### src/design/otp_pkg.sv
// ----------------------------------------------------------------------------
// otp_pkg: shared types and codes of the one-shot timer pool
// Command and status codes, beat structs and the slot memory word.
// ----------------------------------------------------------------------------
package otp_pkg;

    // default pool size
    localparam int NUM_SLOTS_DEFAULT = 16;

    // field widths
    localparam int CMD_W    = 2;
    localparam int STATUS_W = 3;
    localparam int IDX_W    = 6;
    localparam int WORD_W   = 32;

    // command codes
    localparam logic [CMD_W-1:0] CMD_CREATE = 2'd0;
    localparam logic [CMD_W-1:0] CMD_DELETE = 2'd1;
    localparam logic [CMD_W-1:0] CMD_TICK   = 2'd2;

    // status codes
    localparam logic [STATUS_W-1:0] ST_CREATED  = 3'd0;
    localparam logic [STATUS_W-1:0] ST_REJECTED = 3'd1;
    localparam logic [STATUS_W-1:0] ST_FULL     = 3'd2;
    localparam logic [STATUS_W-1:0] ST_DELETED  = 3'd3;
    localparam logic [STATUS_W-1:0] ST_QUIET    = 3'd4;
    localparam logic [STATUS_W-1:0] ST_FIRED    = 3'd5;

    // input beat
    typedef struct packed {
        logic [CMD_W-1:0]  cmd;
        logic [WORD_W-1:0] handler_id;
        logic [WORD_W-1:0] handler_arg;
        logic [WORD_W-1:0] timeout_ticks;
        logic [IDX_W-1:0]  slot_index;
    } in_beat_t;

    // result beat
    typedef struct packed {
        logic [STATUS_W-1:0] status;
        logic [IDX_W-1:0]    result_slot;
        logic [WORD_W-1:0]   fired_handler;
        logic [WORD_W-1:0]   fired_arg;
        logic [WORD_W-1:0]   tick_now;
    } out_beat_t;

    // one slot of the timer memory
    typedef struct packed {
        logic [WORD_W-1:0] handler;
        logic [WORD_W-1:0] arg;
        logic [WORD_W-1:0] deadline;
    } slot_entry_t;

endpackage

### src/design/one_shot_timer_pool.sv
// ----------------------------------------------------------------------------
// one_shot_timer_pool: pool of one-shot timers on a 32-bit tick counter
// Create, delete and tick commands, one result beat per command beat.
// ----------------------------------------------------------------------------
// Create and delete are answered from the idle state: the lowest free slot
// comes from the used-bit flops and, for a create, the handler, argument and
// deadline are written to the slot memory. A tick runs a scan that ends at
// the slot that fires, or at the last slot when nothing fires: the slot
// memory has one read port, so the scan looks at one slot per cycle in slot
// order and stops at the first used slot whose deadline is at or below the
// new counter. A new command beat is taken while idle as soon as the result
// register is empty or being drained. No clearing pass is needed after reset.
module one_shot_timer_pool #(
    parameter int NUM_SLOTS = otp_pkg::NUM_SLOTS_DEFAULT
) (
    input  logic               aclk,
    input  logic               aresetn,
    input  logic               s_valid,
    output logic               s_ready,
    input  otp_pkg::in_beat_t  s_data,
    output logic               m_valid,
    input  logic               m_ready,
    output otp_pkg::out_beat_t m_data
);
    import otp_pkg::*;

    localparam int SlotW = (NUM_SLOTS > 1) ? $clog2(NUM_SLOTS) : 1;

    // sequencer states
    localparam logic ST_IDLE = 1'b0;
    localparam logic ST_SCAN = 1'b1;

    logic                 state_reg, state_next;
    logic [WORD_W-1:0]    tick_reg, tick_next;
    logic [NUM_SLOTS-1:0] used_reg, used_next;
    logic [SlotW-1:0]     scan_idx_reg, scan_idx_next;
    logic                 m_valid_reg, m_valid_next;
    out_beat_t            out_reg, out_next;

    logic                 accept;
    logic                 free_found;
    logic [SlotW-1:0]     free_idx;
    logic                 create_ok;
    logic                 hit;
    logic                 scan_last;
    logic                 mem_wr_en;
    slot_entry_t          mem_wr_data;
    logic [SlotW-1:0]     mem_rd_addr;
    slot_entry_t          mem_rd_data;

    assign s_ready = (state_reg == ST_IDLE) && (!m_valid_reg || m_ready);
    assign accept  = s_valid && s_ready;
    assign m_valid = m_valid_reg;
    assign m_data  = out_reg;

    // lowest free slot
    always_comb begin
        free_found = 1'b0;
        free_idx   = '0;
        for (int i = NUM_SLOTS - 1; i >= 0; i--) begin
            if (!used_reg[i]) begin
                free_found = 1'b1;
                free_idx   = SlotW'(i);
            end
        end
    end

    assign create_ok = (s_data.handler_id != '0) && (s_data.timeout_ticks != '0);

    // scan compare on the slot read last cycle
    assign hit       = used_reg[scan_idx_reg] && (tick_reg >= mem_rd_data.deadline);
    assign scan_last = (scan_idx_reg == SlotW'(NUM_SLOTS - 1));

    // slot memory write data
    assign mem_wr_data.handler  = s_data.handler_id;
    assign mem_wr_data.arg      = s_data.handler_arg;
    assign mem_wr_data.deadline = tick_reg + s_data.timeout_ticks;

    // command sequencer
    always_comb begin
        state_next    = state_reg;
        tick_next     = tick_reg;
        used_next     = used_reg;
        scan_idx_next = scan_idx_reg;
        m_valid_next  = m_valid_reg && !m_ready;
        out_next      = out_reg;
        mem_wr_en     = 1'b0;
        mem_rd_addr   = '0;

        case (state_reg)
            ST_IDLE: begin
                if (accept) begin
                    out_next               = '0;
                    out_next.status        = ST_REJECTED;
                    out_next.tick_now      = tick_reg;
                    m_valid_next           = 1'b1;
                    case (s_data.cmd)
                        CMD_CREATE: begin
                            if (!create_ok) begin
                                out_next.status = ST_REJECTED;
                            end else if (!free_found) begin
                                out_next.status = ST_FULL;
                            end else begin
                                out_next.status      = ST_CREATED;
                                out_next.result_slot = IDX_W'(free_idx);
                                used_next[free_idx]  = 1'b1;
                                mem_wr_en            = 1'b1;
                            end
                        end
                        CMD_DELETE: begin
                            out_next.status = ST_DELETED;
                            if ({1'b0, s_data.slot_index} < (IDX_W + 1)'(NUM_SLOTS)) begin
                                used_next[s_data.slot_index[SlotW-1:0]] = 1'b0;
                            end
                        end
                        CMD_TICK: begin
                            // result comes from the scan
                            m_valid_next  = 1'b0;
                            tick_next     = tick_reg + 1'b1;
                            scan_idx_next = '0;
                            state_next    = ST_SCAN;
                        end
                        default: begin
                            out_next.status = ST_REJECTED;
                        end
                    endcase
                end
            end
            ST_SCAN: begin
                mem_rd_addr = scan_idx_reg + 1'b1;
                if (hit || scan_last) begin
                    out_next          = '0;
                    out_next.tick_now = tick_reg;
                    m_valid_next      = 1'b1;
                    state_next        = ST_IDLE;
                    if (hit) begin
                        out_next.status         = ST_FIRED;
                        out_next.result_slot    = IDX_W'(scan_idx_reg);
                        out_next.fired_handler  = mem_rd_data.handler;
                        out_next.fired_arg      = mem_rd_data.arg;
                        used_next[scan_idx_reg] = 1'b0;
                    end else begin
                        out_next.status = ST_QUIET;
                    end
                end else begin
                    scan_idx_next = scan_idx_reg + 1'b1;
                end
            end
            default: begin
                state_next = ST_IDLE;
            end
        endcase
    end

    // control registers
    always_ff @(posedge aclk) begin
        if (!aresetn) begin
            state_reg    <= ST_IDLE;
            tick_reg     <= '0;
            used_reg     <= '0;
            scan_idx_reg <= '0;
            m_valid_reg  <= 1'b0;
        end else begin
            state_reg    <= state_next;
            tick_reg     <= tick_next;
            used_reg     <= used_next;
            scan_idx_reg <= scan_idx_next;
            m_valid_reg  <= m_valid_next;
        end
    end

    // result register
    always_ff @(posedge aclk) begin
        out_reg <= out_next;
    end

    // slot memory
    otp_slot_store #(
        .NUM_SLOTS (NUM_SLOTS)
    ) u_slot_store (
        .aclk    (aclk),
        .wr_en   (mem_wr_en),
        .wr_addr (free_idx),
        .wr_data (mem_wr_data),
        .rd_addr (mem_rd_addr),
        .rd_data (mem_rd_data)
    );

    // the scan never runs while a result is still waiting
    assert property (@(posedge aclk) disable iff (!aresetn)
        (state_reg == ST_SCAN) |-> !m_valid_reg)
        else $error("scan running with result pending");

    // a tick beat advances the counter by one
    assert property (@(posedge aclk) disable iff (!aresetn)
        (accept && s_data.cmd == CMD_TICK) |=> (tick_reg == $past(tick_reg) + 1'b1))
        else $error("tick counter did not advance");

    // a successful create takes exactly one more slot
    assert property (@(posedge aclk) disable iff (!aresetn)
        (accept && s_data.cmd == CMD_CREATE && create_ok && free_found)
        |=> ($countones(used_reg) == $past($countones(used_reg)) + 1))
        else $error("create did not take one slot");

    // a fired timer always carries a nonzero handler
    assert property (@(posedge aclk) disable iff (!aresetn)
        (m_valid_reg && out_reg.status == ST_FIRED) |-> (out_reg.fired_handler != '0))
        else $error("fired timer with empty handler");

    // a firing scan frees one slot
    assert property (@(posedge aclk) disable iff (!aresetn)
        (state_reg == ST_SCAN && hit)
        |=> ($countones(used_reg) + 1 == $past($countones(used_reg))))
        else $error("fired slot not freed");

endmodule

### src/design/otp_slot_store.sv
// ----------------------------------------------------------------------------
// otp_slot_store: timer slot memory
// One write port and one read port, read data registered.
// ----------------------------------------------------------------------------
module otp_slot_store #(
    parameter int NUM_SLOTS = otp_pkg::NUM_SLOTS_DEFAULT,
    localparam int SlotW = (NUM_SLOTS > 1) ? $clog2(NUM_SLOTS) : 1
) (
    input  logic                 aclk,
    input  logic                 wr_en,
    input  logic [SlotW-1:0]     wr_addr,
    input  otp_pkg::slot_entry_t wr_data,
    input  logic [SlotW-1:0]     rd_addr,
    output otp_pkg::slot_entry_t rd_data
);
    import otp_pkg::*;

    slot_entry_t mem [NUM_SLOTS];
    slot_entry_t rd_data_reg;

    // write port
    always_ff @(posedge aclk) begin
        if (wr_en) begin
            mem[wr_addr] <= wr_data;
        end
    end

    // registered read port
    always_ff @(posedge aclk) begin
        rd_data_reg <= mem[rd_addr];
    end

    assign rd_data = rd_data_reg;

endmodule
### config.mk
export PLATFORM = sky130hd
export DESIGN_NAME = one_shot_timer_pool
export DESIGN_NICKNAME = d
export VERILOG_FILES = /design/src/design/otp_pkg.sv /design/src/design/one_shot_timer_pool.sv /design/src/design/otp_slot_store.sv
export SDC_FILE = /design/constraint.sdc
export NUM_CORES = 2
export LEC_CHECK = 0
export BUFFER_PORTS_ARGS = -buffer_cell sky130_fd_sc_hd__buf_2
export CAP_MARGIN = 5
export CORE_ASPECT_RATIO = 1.2
export CORE_MARGIN = 2
export CORE_UTILIZATION = 30
export CTS_CLUSTER_SIZE = 24
export DETAILED_ROUTE_END_ITERATION = 8
export GPL_TIMING_DRIVEN = 0
export SLEW_MARGIN = 20
export SYNTH_ARGS = -nofsm -noshare
export SYNTH_HDL_FRONTEND = slang
export SYNTH_SLANG_ARGS = --single-unit
### constraint.sdc
create_clock -name aclk -period 13.35 [get_ports aclk]
set_input_delay 3.3375 -clock aclk [delete_from_list [all_inputs] [get_ports aclk]]
set_output_delay 3.3375 -clock aclk [all_outputs]
set_load 0.005 [all_outputs]
### Word-level counts from Yosys, hierarchy flattened

Memory sizes are Yosys's and may differ from the RTL's. A register that Yosys moved wholly into a read port is not among the register bits.
Cells that the tools add are included.

| operators by class | value |
|---|---|
| order comparisons | 8 |
| equal/unequal tests | 12 |
| bitwise gates (word level) | 6 |
| muxes and demuxes | 79 |
| reduce and logical (&&, ||, !) cells | 19 |
| $add $sub $neg | 3 |

Operators by type and width:

| operator | number |
|---|---|
| $mux W105 | 2 |
| $pmux W105 S2 | 1 |
| $mux W16 | 6 |
| $mux W4 | 22 |
| $mux W68 | 1 |
| $pmux W16 S2 | 2 |
| $reduce_bool A32 Y1 | 2 |
| $mux W1 | 34 |
| $add A32 B1 Y32 const B | 1 |
| $add A32 B32 Y32 | 1 |
| $and A16 B16 Y16 | 2 |
| $ge A32 B32 Y1 | 1 |
| $not A16 Y16 | 2 |
| $or A16 B16 Y16 | 1 |
| $lt A4 B5 Y1 const B | 3 |
| $demux W1 S4 | 3 |
| $ge A4 B1 Y1 const B | 3 |
| $ne A3 B3 Y1 const B | 3 |
| $logic_and A1 B1 Y1 | 8 |
| $pmux W4 S2 | 1 |
| $reduce_and A7 Y1 | 1 |
| $lt A6 B5 Y1 const B | 1 |
| $mux W6 | 1 |
| $ne A2 B1 Y1 const B | 3 |
| 17 further kinds | 22 |

| storage, ports and cells | value |
|---|---|
| bits in registers | 159 |
| logic and storage cells | 138 |
| memories kept | 1 |
| memory bits (writable) | 1536 |
| output and inout port bits | 107 |

Memory list:

| name | depth | width | read ports | clocked after Yosys merged registers in | write ports | line | RTL |
|---|---|---|---|---|---|---|---|
| u_slot_store.mem | 16 | 96 | 1 | 1 | 1 | otp_slot_store.sv:18 | `slot_entry_t mem [NUM_SLOTS];` |

### Logic depth before layout (Yosys ltp)

| depth | value |
|---|---|
| depth after elaboration | 26 |
| mapped depth | 13 |
| depth with buffers taken out | 11 |

### By module

A second synthesis with hierarchy kept.

| second synthesis, totals | value |
|---|---|
| cells, all modules | 3369 |
| area total of the unflattened synthesis | 68394.3 sq um |

Modules (own cells, without submodules):

| module | area each (sq um) | seq. area each (sq um) | instances | cells an instance |
|---|---|---|---|---|
| otp_slot_store | 59355.7 | 48046.1 | 1 | 2460 |
| one_shot_timer_pool | 9038.7 | 4174.0 | 1 | 909 |

### Worst setup path after synthesis

No wires, ideal clock.

| path | value |
|---|---|
| path kind | in2reg |
| start point | in m_ready |
| end point | reg out_reg, in the netlist m_data[0], enable pin |
| cell stages on the path | 4 |
| required time | 12.751 ns |
| slack | 4.010 ns |
| data arrival time | 8.740 ns |
| library setup time | 0.599 ns |
| buffers on the path | 0 |
| cell sequence | nor2b_1 -> nor2_1 -> nand2_1 -> a21oi_1 |

| on the way | value |
|---|---|
| longest elaborated chain between the ends | 5 |

RTL lines:

| element | line | RTL |
|---|---|---|
| from (decl) | one_shot_timer_pool.sv:22 | `input logic m_ready,` |
| $logic_or A1 B1 Y1 | one_shot_timer_pool.sv:51 | `assign s_ready = (state_reg == ST_IDLE) && (!m_valid_reg \|\| m_ready);` |
| $logic_and A1 B1 Y1 | one_shot_timer_pool.sv:51 |  |
| net s_ready | one_shot_timer_pool.sv:19 | `output logic s_ready,` |
| $logic_and A1 B1 Y1 | one_shot_timer_pool.sv:52 | `assign accept = s_valid && s_ready;` |
| $ne A2 B2 Y1 (no line) | - |  |
| $reduce_and A2 Y1 (no line) | - |  |
| to (signal assigned) | one_shot_timer_pool.sv:174 | `out_reg <= out_next;` |
| to (decl) | one_shot_timer_pool.sv:38 | `out_beat_t out_reg, out_next;` |

The timed path passes the listed nets, and every way through them passes these cells.
A chain may end at the register's enable or synchronous reset.

### Final worst setup path

| path | value |
|---|---|
| start point | in m_ready |
| end point | out s_ready |

| on the way | value |
|---|---|
| longest elaborated chain between the ends | 2 |

RTL lines:

| element | line |
|---|---|
| $logic_or A1 B1 Y1 | one_shot_timer_pool.sv:51 |
| $logic_and A1 B1 Y1 | one_shot_timer_pool.sv:51 |
| to (decl) | one_shot_timer_pool.sv:19 |

No other way between the ends.

==> results.md <==
* GPL Wtd Cong at 0.838
* WL per Instance at 23.1 um
* Worst VDD drop at 0.0893 mV
* Synthesized instance count at 4436
* Non-filler instance count after layout at 8224
* Post-layout min period at 7380 ps
* Post-DP HPWL at 131000 um
* Final Hold Fails at 0
* Area Overhead vs Synth at 18.6%
* Synth Warn # at 0
* CTS Root Cell: clkbuf_16
* Vias per cell at 4.94
* Worst rel slew slack at 24.3%
* RSZ-0062 raised after global routing: false
* Largest net degree at the start of global routing at 26
* Asr flop ratio synth at 0%
* # hold bufs at CTS at 0
* Synth Register Bits at 1789
* WS Path Type: in -> out
* Post-CTS Setup Inserts at 0
* IO buf count at 211
* Type of origin of the critical path: input port
* Via count at 40600
* Detailed Route WL at 190000 um
* Fin crit share at 55.3%
* Vias in the first global route at 40200
* Slew at the pin closest to its max-slew limit at 1140 ps
* Dpl cells at 7895
* Status: finished clean
* Core area at 235000 um^2
* Crit path launch: m_ready
* Post-cts resize count at 0
* Max reg flops at 1536
* Max-Cap Viols at 0
* Crit path DAT at 4040 ps
* Synth Area per Inst at 16.0 um^2
* Initial core utilization at 30.2%
* Nets at 5097
* Clock Skew at 68.7 ps
* Syn Std Cell Area at 71100 um^2
* Worst hold start: u_slot_store.rd_data[76]
* Sum Neg Setup Slack at 0 ps
* Top_reg_cell synth: edfxtp_1
* Hold depth at 1
* Die Ht at 537 um
* FP Rows at 195
* Share of layout cells above drive strength 1 at 15.6%
* Number of synthesized flops with an enable pin at 1639
* GRT Residual Overflow at 0
* CTS tree: done
* Synth unique cells at 76
* Leakage at 0.0272 uW
* PD cells at 136 nW/um^2
* Worst R2R End: u_slot_store.rd_data[57]
* CP required at 10010 ps
* Setup Viol. Count Final at 0
* Maximum clock rate at 135 MHz
* Worst-path clk slew at 60 ps
* CTS buffer count at 173
* Clk buf depth at 4
* Hold Path Sink: m_data[76]
* Clk_lat worst skew at 830 ps
* H-tree depth at 4
* Top-Level Pins at 215
* R2r setup slk at 7700 ps
* Clock sink count at 1789
* Hold WS at 493 ps
* Initial antenna violation count at 34
* Hold WC Path Type: reg -> reg
* Post-synthesis sequential area ratio at 73.4%
* Cell count of the worst reg-to-reg path at 13
* Post-route cell area at 84400 um^2
* Worst-path maximum fanout at 3
* Crit Reg-Reg Startpoint: scan_idx_reg[0]
* Die area at 241000 um^2
* ANT nets after route at 0
* Critical path endpoint category: output port
* First-pass GRT wire length at 274000 um
* GRT Util Overall at 15.2%
* Cell area after placement at 78700 um^2
* Die span in x at 449 um
* Slew Limit Fails at 0
* # DRC at 0
* Initial DRC count at 3839
* First-pass DRT Iterations at 6
==> where the power goes <==
part	switching, uW	internal (uW)
Clock	2070	2820
Combinational	282	134
Sequential	20.7	6170
Total	2370	9130
==> worst max path at each step <==
stage	slack, ps	endpoint	cells after the start
3_5_place_dp	5980	s_ready	4
4_1_cts	5970	s_ready	4
6_report	5970	s_ready	4
5_1_grt	5930	s_ready	4
3_3_place_gp	-1640	u_slot_store.mem[6][44]	9
2_1_floorplan	4010	m_data[0]	4
==> critical path: stages <==
cell and delay, ps:
buf_2 100, nor2b_1 320, nor2_1 130, buf_2 160
==> Yosys cell counts (6+ instances only) <==
cell      number  area share (%)
a211oi_1     196             2.1
a21o_1        16            0.17
a21oi_1      135            0.95
a311oi_1     190             2.3
a31oi_1        6           0.053
a32o_1        10            0.14
and2_1       276             2.4
and3_1         7           0.062
buf_1         13           0.069
buf_2         55            0.39
clkbuf_1     186            0.98
dfxtp_1      150             4.2
edfxtp_1    1639              69
ha_1          68             1.2
inv_1         52            0.27
mux2i_1      390             5.5
mux4_2       103             3.3
nand2_1      449             2.4
nand2b_1      10           0.088
nand3_1       34            0.24
nand4_1       21            0.18
nor2_1        75            0.40
nor2b_1        9           0.079
nor3_1       117            0.82
nor4_1        20            0.18
o21a_1         7           0.074
o21ai_0       29            0.20
o21ai_1       11           0.077
o221a_1        6           0.095
o22ai_1       19            0.17
or3_1         10           0.088
xnor2_1       32            0.39
xor2_1        16            0.20
==> stage by stage <==
stage,total power [uW],setup slack [ps],util (%)
2_1_floorplan,6510,4010,-
3_3_place_gp,6720,-1640,32.3
3_5_place_dp,6740,5980,33.4
4_1_cts,11600,5970,35.8
5_1_grt,11800,5930,35.8
6_report,11500,5970,35.8
==> logic make-up after synthesis <==
logic type,after synthesis,synth area share [%]
flip-flops,1789,73.4
AND/OR/NAND/NOR,1047,7.22
AO/OA/AOI/OAI,676,7.01
multiplexers,493,8.75
buffers and inverters,313,1.79
adder cells (fa/ha/maj),69,1.22
XOR/XNOR,48,0.591
other,1,0.00527
==> layout make-up <==
cell class              instances  area [um^2]
plain buffers                 260         1080
clock buffers                 233         4770
fillers                     22000       151000
flip-flops and latches       1789        52200
clock inverters                79          827
multi-input cells            2335        18000
repair buffers                308         3310
inverters                      53          199
well taps                    3152         3940
diodes                         15         37.5
==> layout by cell type (no fill, tap or decap), types with 16 or more instances in the layout <==
| master | instances |
|---|---|
| a21oi_1 | 132 |
| nor4_1 | 20 |
| ha_1 | 68 |
| o21ai_0 | 28 |
| clkbuf_1 | 219 |
| inv_1 | 52 |
| nand3_1 | 34 |
| o22ai_1 | 19 |
| clkinv_2 | 25 |
| xnor2_2 | 16 |
| edfxtp_1 | 1639 |
| buf_12 | 48 |
| buf_2 | 267 |
| nor2_1 | 56 |
| clkinv_1 | 23 |
| nand2_1 | 449 |
| bufinv_16 | 16 |
| dfxtp_1 | 150 |
| nor2_4 | 19 |
| a21o_1 | 16 |
| nor3_1 | 117 |
| buf_16 | 46 |
| nand4_1 | 21 |
| and2_1 | 276 |
| a311oi_1 | 190 |
| xnor2_1 | 16 |
| a211oi_1 | 196 |
| mux4_2 | 103 |
| mux2i_1 | 390 |
| clkbuf_16 | 177 |
==> per-layer routing <==
| layer | wire length (um) | vias to the layer above | track usage, % | part of all wire (%) |
|---|---|---|---|---|
| met5 | 257 | - | 0 | 0.14 |
| met4 | 5600 | 42 | 4.97 | 2.9 |
| met3 | 12800 | 329 | 2.84 | 6.7 |
| met2 | 95600 | 1351 | 26.6 | 50 |
| met1 | 75700 | 20500 | 19.0 | 40 |
| li1 | - | 18300 | - | - |
Power figures use the tool's default switching activity.
